==> config.mk <==
export PLATFORM = sky130hd
export DESIGN_NAME = stic_pos_enc
export DESIGN_NICKNAME = d
export VERILOG_FILES = /design/src/rtl/stic_pos_enc.sv
export SDC_FILE = /design/constraint.sdc
export NUM_CORES = 1
export LEC_CHECK = 0
export ABC_AREA = 1
export BUFFER_PORTS_ARGS = -buffer_cell sky130_fd_sc_hd__buf_2
export CORE_MARGIN = 2
export CORE_UTILIZATION = 38
export DETAILED_ROUTE_END_ITERATION = 7
export PLACE_DENSITY = 0.93
export SLEW_MARGIN = 10
export SYNTH_ARGS = -nofsm -noshare
export SYNTH_HDL_FRONTEND = slang
export SYNTH_SLANG_ARGS = --single-unit
==> constraint.sdc <==
create_clock -name vclk -period 0.8
set_clock_uncertainty 0.2 [all_clocks]
set_input_delay 0.04 -clock vclk [all_inputs]
set_output_delay 0.04 -clock vclk [all_outputs]
set_load 0.01 [all_outputs]
==> src/rtl/stic_pos_enc.sv <==
// Encodes the one-hot boundary flags of the cell row into an index.
// Depends on nothing but its parameters.
module stic_pos_enc #(
  parameter int DEPTH = 64,
  parameter int IDX_W = 6
) (
  input  logic [DEPTH-1:0] onehot,
  output logic [IDX_W-1:0] index
);

  // With at most one flag set, OR-ing the indices of set flags gives the index.
  always_comb begin
    index = '0;
    for (int i = 0; i < DEPTH; i++) begin
      if (onehot[i]) begin
        index = index | IDX_W'(i);
      end
    end
  end

endmodule

==> key figures <==
Status
  • Status: finished, violations left
  • Failing checks: negative setup slack

Final layout
  • # fillers: between 100 and 150
  • Fin cells: 273
  • Final std cell area, no fill: around 0.0015 mm²
  • Area added between synthesis and finish: 114%
  • CLK BUF: 0
  • Commonest non-fill, non-tap cell in the layout: buf_2
  • Area of the multi-input gates: ~690 µm²
  • Most frequent cells in the layout: 37 x buf_2, 35 x nand2_1, 30 x nor2_1, 30 x buf_6, 29 x inv_2
  • Share of cells above drive strength 1: roughly two thirds
  • Antenna fix cells: 0
  • Layout net count: around 310
  • Seq_cells: 0
  • Sequential cell area: 0 µm²

Routing
  • M1 WL: around 1000 µm
  • Final WL: about 3200 µm
  • Via Count: between 1,000 and 1,500
  • Met3 WL post-DR: between 200 and 250 µm
  • Highest metal used: met4
  • DR iter-0 viols: between 40 and 50
  • Drt pass-1 iters: 4
  • Met2 wire len: 1880 µm
  • ANT nets after route: 0
  • Routed wire length per instance: 11.7 µm
  • Vias per inst: between 4 and 5
  • Drc violations: 0

Synth
  • Largest family of logic cells by synthesized area: simple AND/OR/NAND/NOR gates
  • Post-synthesis sequential area ratio: 0%
  • Mapped Cells: 179
  • Synth Net Count: around 240
  • XOR/XNOR Fraction of Synth Area: 0%
  • Post-synthesis simple-gate area fraction: a little over two thirds
  • Yosys warns: 0
  • Top-area cell type share of the netlist area: around 31%
  • Mean cell area of the mapped netlist: ~4.0 µm²
  • Netlist cell types: 10
  • Adder-cell share of the synthesized area: 0%
  • Synth area leaders: nand2_1 31%, nor2_1 26%, inv_1 20%
  • Synth area leader: nand2_1
  • Post-synthesis mux area share: 0%
  • Compound-gate portion of the synthesized area: 0%
  • Syn Std Cell Area: approximately 710 µm²

Timing
  • Max-slew violations: 0
  • Worst slew margin: 90.8%
  • Period utilization: 128%
  • Unrepaired setup endpoints after global routing: yes
  • Slew @ Worst Pin: 137 ps
  • Min Hold Slack: 267 ps
  • Finish-stage setup viols: 6
  • Min Tclk post-route: just over 1000 ps
  • Final critical-path setup slack: -223 ps
  • Hold Fails Final Rpt: 0
  • Fmax: just under 1000 MHz

Setup path
  • CP arrival: around 780 ps
  • CP max FO: 2
  • Critical setup path kind: input port to primary output
  • CP Data Required Time: 560 ps
  • Worst setup EP type: primary output
  • Critical Path Start Type: input port

Global route
  • Global route overflow: 0
  • First-pass GRT wire length: around 4000 µm
  • Vias in the first global route: approximately 1,100
  • Initial antenna violation count: 0
  • GRT Total Usage: 23.6%
  • Pin count of the biggest net entering global routing: 4

Floorplanning
  • Die W: about 47 µm
  • Num rows: 15
  • Core outline area: about 0.0017 mm²
  • I/O pins: 70
  • Die area: roughly 0.0022 mm²
  • Die Ht: 47.2 µm
  • Starting Density: 40.6%

Pwr
  • Maximum VDD drop: between 200 and 300 µV
  • Leak Pwr: about 0.81 nW
  • Pwr dens: 408 mW/mm²

Placed design
  • Final HPWL from detailed placement: about 1900 µm
  • GP Congestion: a little under 0.9
  • Cell Area, Placed: around 0.0011 mm²
  • Port Buffers: between 60 and 70
  • Placed insts: ~270

Clock tree
  • Post-CTS Setup Inserts: 0
  • CTS Hold Bufs: 0

Run
  • Max cap viols: 0

Worst hold path
  • Hold WC Path Type: input port to primary output
==> cell usage after synthesis <==
cell      count
clkinv_1      2
nor2_1       50
nor2_4        1
nand2_1      59
and2_1        2
inv_2        17
nor2_2        3
nand4_1       2
inv_1        38
nand2_2       5
==> metal layers <==
| layer | vias up | track usage (%) |
|---|---|---|
| met5 | - | 0 |
| met4 | 0 | 4.44 |
| met3 | 14 | 2.69 |
| met2 | 75 | 49.3 |
| met1 | 580 | 24.5 |
| li1 | 628 | - |
==> cell families after synthesis <==
kind of cell,after synthesis
AND/OR/NAND/NOR,122
buffers and inverters,57
==> through the flow <==
stage               worst slack [ps]  power, mW  setup TNS (ps)  utilization [%]
floorplan                       73.0      0.165               0                -
global placement                -200      0.350           -1070             62.2
detailed placement              -206      0.354           -1090             62.2
CTS                             -174      0.460            -867             72.9
global route                    -303      0.671           -1600             86.9
finish                          -223      0.619           -1200             86.9
==> area by class of cell <==
cell class	count	share of cell area [%]
repair buffers	69	36.0
inverters	57	16.3
multi-input cells	122	45.7
well taps	25	2.06
==> report_power, final <==
group	switching (mW)	total [mW]	internal, mW
Sequential	0	0	0
Combinational	0.302	0.619	0.317
Clock	0	0	0
==> final timing paths <==
check  slack [ps]       start        to  depth (start not counted)
max          -220  onehot[25]  index[3]                          8
min           270   onehot[2]  index[1]                          6
==> worst max-delay path, stage by stage <==
cell and delay, ps:
buf_2 110, inv_1 50, nand2_1 70, nor2_1 140
nand2_1 70, nor2_1 100, nand2_1 70, buf_2 140
==> repair_timing <==
item,in CTS,in global routing
gates resized for setup,59,73
setup endpoints to repair,6,6
pin swaps,60,49
endpoints found under the hold margin,0,0
Note: power is estimated with default switching activity, not from simulation.
