[src/rtl/stic_pkg.sv]
// Shared definitions for the sorted table: command and status codes, field widths,
// the per-cell control struct and the signed-order key function.
// No dependencies.
package stic_pkg;

  localparam int CMD_W    = 2;
  localparam int VALUE_W  = 32;
  localparam int STATUS_W = 2;
  localparam int POS_W    = 6;
  localparam int FILL_W   = 7;

  // Command codes carried in the input beat.
  localparam logic [CMD_W-1:0] CMD_INSERT = 2'd0;
  localparam logic [CMD_W-1:0] CMD_DELETE = 2'd1;
  localparam logic [CMD_W-1:0] CMD_FIND   = 2'd2;

  // Status codes carried in the result beat.
  localparam logic [STATUS_W-1:0] ST_OK        = 2'd0;
  localparam logic [STATUS_W-1:0] ST_NOT_FOUND = 2'd1;
  localparam logic [STATUS_W-1:0] ST_FULL      = 2'd2;

  // Update strobes broadcast from the top level to every cell.
  typedef struct packed {
    logic ins_en;
    logic del_en;
  } cell_ctl_t;

  // Flipping the sign bit makes unsigned order match signed order.
  function automatic logic [VALUE_W-1:0] order_key(input logic [VALUE_W-1:0] bits);
    order_key = {~bits[VALUE_W-1], bits[VALUE_W-2:0]};
  endfunction

endpackage

[src/rtl/stic_cell.sv]
// One slot of the sorted table: holds an entry, compares it with the command value
// and shifts in a neighbor's entry on insert or delete. Depends on stic_pkg.
module stic_cell import stic_pkg::*; #(
  parameter int CELL_IDX = 0,
  parameter int CNT_W    = 7
) (
  input  logic               clk,
  input  cell_ctl_t          ctl,
  input  logic [VALUE_W-1:0] value,
  input  logic [CNT_W-1:0]   held_count,
  input  logic               left_ge,
  input  logic [VALUE_W-1:0] left_entry,
  input  logic [VALUE_W-1:0] right_entry,
  output logic [VALUE_W-1:0] entry,
  output logic               ge,
  output logic               eq,
  output logic               boundary
);

  logic [VALUE_W-1:0] entry_r;
  logic [VALUE_W-1:0] entry_nxt;
  logic               below;

  // A slot at or past the fill count acts as larger than any value.
  assign below    = CNT_W'(CELL_IDX) < held_count;
  assign ge       = !below || (order_key(value) <= order_key(entry_r));
  assign eq       = below && (value == entry_r);
  assign boundary = ge && !left_ge;
  assign entry    = entry_r;

  // Insert moves entries up from the boundary; delete pulls them down.
  always_comb begin
    entry_nxt = entry_r;
    if (ctl.ins_en && ge) begin
      entry_nxt = boundary ? value : left_entry;
    end else if (ctl.del_en && ge) begin
      entry_nxt = right_entry;
    end
  end

  always_ff @(posedge clk) begin
    entry_r <= entry_nxt;
  end

endmodule

[config.mk]
export PLATFORM = sky130hd
export DESIGN_NAME = stic_cell
export DESIGN_NICKNAME = d
export VERILOG_FILES = /design/src/rtl/stic_pkg.sv /design/src/rtl/stic_cell.sv
export SDC_FILE = /design/constraint.sdc
export NUM_CORES = 1
export LEC_CHECK = 0
export ABC_AREA = 1
export BUFFER_PORTS_ARGS = -buffer_cell sky130_fd_sc_hd__buf_2
export CAP_MARGIN = 20
export CORE_ASPECT_RATIO = 2
export CORE_MARGIN = 4
export CORE_UTILIZATION = 42
export DETAILED_ROUTE_END_ITERATION = 8
export GPL_TIMING_DRIVEN = 0
export HOLD_SLACK_MARGIN = 0.08
export PLACE_DENSITY = 0.83
export SLEW_MARGIN = 20
export SYNTH_ARGS = -nofsm -noshare
export SYNTH_HDL_FRONTEND = slang
export SYNTH_SLANG_ARGS = --single-unit
[constraint.sdc]
create_clock -name clk -period 2.7 [get_ports clk]
set_clock_uncertainty 0.05 [all_clocks]
set_input_delay 0.405 -clock clk [delete_from_list [all_inputs] [get_ports clk]]
set_output_delay 0.405 -clock clk [all_outputs]
set_load 0.05 [all_outputs]
==> impl_metrics.py <==
metrics = {
    "drt": {
        "drtIter0Drc": 84,
        "wirelength_mm": 8.22,
        "vias": 3052,
        "drtPass1Iterations": 4,
        "drc": 0,
        "antenna_left": 0,
        "avgViaCountPerCell": 4.58,
        "routedWlPerCell_um": 12.3,
    },
    "run": {
        "max_cap_violations": 0,
    },
    "timing": {
        "max_slew_margin_pct": 65.3,
        "period_share_pct": 94.6,
        "tightestPinTransition_ns": 0.521,
        "rsz0062_at_grt": "no",
        "min_period_ns": 2.55,
        "finalMaxSlewViolations": 0,
        "final_hold_viol_count": 0,
        "setup_viol_count_final": 0,
        "fmax_mhz": 391,
        "tns_ns": 0,
    },
    "floorplan": {
        "std_cell_rows": 42,
        "dieWidth_um": 66.2,
        "io_pins": 142,
        "dieArea_mm2": 0.00824,
        "initial_core_util_pct": 43.0,
        "die_h_um": 124,
        "core-area_mm2": 0.00662,
    },
    "min_path": {
        "hold_path_class": "in -> reg",
        "worstHoldPathCells": 3,
        "hold_start": "right_entry[5]",
        "hold_end": "entry[5]$_DFFE_PP_",
    },
    "setup_path": {
        "path_class": "reg -> out",
        "cpPeakStageDelay_ns": 0.35,
        "slowest_stage": "edfxtp_1",
        "r2r_setup_slack_ns": 0.24,
        "worst-path-buf-inv": 3,
        "rr_endpoint": "entry[24]$_DFFE_PP_",
        "cp_max_fo": 11,
        "timing.rr.start": "entry[11]$_DFFE_PP_",
        "crit_chain": "inv_1 > ha_4 > nand4_1 > nor3_2 > nand3_1 > nor2_2 > nor2_1 > nand2_4 > nand2_8 > clkinvlp_4 > buf_8",
        "end_kind": "output pin",
        "reg2reg_depth": 11,
        "crit_family": "simple AND/OR/NAND/NOR gates",
        "critPathLaunchType": "register",
        "crit_arrival_ns": 2.10,
        "critPathRequiredTime_ns": 2.25,
    },
    "power": {
        "power.density_mw_per_mm2": 873,
        "p_leak_nw": 2.33,
        "vdd_drop_max_mv": 0.452,
        "p_total_mw": 3.44,
    },
    "synth": {
        "syn_avg_cell_area_um2": 6.67,
        "yosysWarnings": 0,
        "synth_nets": 566,
        "synth_top_area_cell": "edfxtp_1",
        "yosysSeqAreaShare_pct": 33.7,
        "synth-main-ff-cell": "edfxtp_1",
        "synth_cell_types": 21,
        "synth_edf_count": 32,
        "synth-seq-cells": 32,
        "synthTopCellsByArea": "edfxtp_1 (34%), nand2_1 (22%), ha_1 (14%), inv_1 (9.7%), nor2_1 (8.2%)",
        "synth.top_cell.area_share_pct": 33.7,
        "synth.most_common_cell": "nand2_1",
        "ys_top_cells_by_count": "nand2_1 (168), inv_1 (74), nor2_1 (62)",
        "async_flop_share_pct": 0,
        "syn_inst": 427,
        "mappedNetlistArea_mm2": 0.00285,
    },
    "cts": {
        "ctsHoldBuffers": 0,
        "numCtsBuffers": 5,
        "clock_sinks": 32,
        "cts_tree": "done",
        "clk_latency_ns": 0.28,
        "htree_num_levels": 2,
        "clock_path_buffers": 2,
        "clockRootBuffer": "clkbuf_16",
        "clk_pin_slew_ns": 0.06,
    },
    "final_layout": {
        "fillCellCount": 657,
        "area_growth_pct": 38.5,
        "largest_reg_flops": 32,
        "num_antenna_cells": 0,
        "fin_nets": 716,
        "final_layout_size_suffix_gt1_share_pct": 33.2,
    },
    "global_routing": {
        "grt_usage_pct": 20.1,
        "overflow": 0,
        "grt_max_degree": 33,
        "antenna_found_initial": 0,
        "grt_pass1_wl_mm": 12.9,
        "grt_pass1_vias": 2973,
    },
    "placed_design": {
        "io_buffer_count": 140,
        "dpl.hpwl_mm": 6.52,
        "place_congestion": 0.782,
    },
    "run_status": {
        "status": "finished clean",
    },
}
## worst max path at each step
stage | cells past startpoint | from | to | slack, ns
2_1_floorplan | 12 | entry[31]$_DFFE_PP_ | boundary | -0.009
3_3_place_gp | 15 | value[31] | entry[7]$_DFFE_PP_ | -0.04
3_5_place_dp | 15 | value[31] | entry[7]$_DFFE_PP_ | -0.05
4_1_cts | 13 | entry[31]$_DFFE_PP_ | boundary | 0.02
5_1_grt | 12 | entry[31]$_DFFE_PP_ | boundary | 0.01
6_report | 11 | entry[11]$_DFFE_PP_ | boundary | 0.15
## repair_timing
item / CTS / global route
pin swaps: 2 / 10
gates resized for setup: 6 / 9
endpoints found under the setup margin: 1 / 33
cloned: 0 / 1
setup buffers: 1 / 3
## worst reg2reg max path: cells and delay by family (launching register included)
kind	cells	cell delay [ns]
DFF	1	0.35
buffers and inverters	2	0.19
and+or+nand+nor	8	1.30
adders and majority gates	1	0.27
## per-stage QoR
| stage | cells | area (µm²) | utilization (%) | hold WS, ns | worst slack, ns |
|---|---|---|---|---|---|
| 6_report | 666 | 3950 | 59.6 | 0.341 | 0.146 |
| 5_1_grt | 666 | 3950 | 59.6 | 0.351 | 0.0124 |
| 4_1_cts | 664 | 3870 | 58.4 | 0.334 | 0.0226 |
| 3_5_place_dp | 655 | 3700 | 55.9 | 0.627 | -0.0472 |
| 3_3_place_gp | 655 | 3700 | 55.9 | 0.623 | -0.0366 |
| 2_1_floorplan | 427 | 2890 | - | 0.541 | -0.00855 |
## kinds of logic (layout without fill, tap and decap cells)
group	after synthesis	after routing	share of synthesized area (%)
compound gates	16	16	2.99
buf+inv	88	238	12.6
flops	32	32	33.7
simple gates	259	260	36.6
fa+ha+maj	32	32	14.1
## cells in the final DEF, fill, tap and decap left out, drive strengths merged
master	netlist	layout
inv	74	73
clkbuf	5	10
o21ai	2	2
nor4	1	1
edfxtp	32	32
a21oi	12	12
and2	1	1
nand4	1	1
clkinv	0	3
o21a	1	1
a21o	1	1
clkinvlp	0	1
ha	32	32
nand3	4	4
nand2	170	171
buf	9	151
nor3	2	2
nor2	80	80
## routing by layer
layer	wire length, µm	GRT usage (%)
met5	0	0
met4	274	9.46
met3	487	3.25
met2	4620	38.1
met1	2840	19.9
## where the power goes
group	switching (mW)	leakage (nW)	internal (mW)	total, mW
Clock	0.213	0.0710	0.335	0.547
Combinational	1.43	1.94	0.575	2.01
Sequential	0.0849	0.317	0.804	0.889
## cell type report
class,count,area [µm²],share of cell area [%]
Clock buffer,5,125,3.17
Sequential cell,32,961,24.4
Buffer,12,72.6,1.84
Multi-Input combinational cell,308,1640,41.6
Clock inverter,3,13.8,0.349
Timing Repair Buffer,144,741,18.8
Inverter,74,282,7.13
Tap cell,88,110,2.79
(Power assumes the default switching activity.)
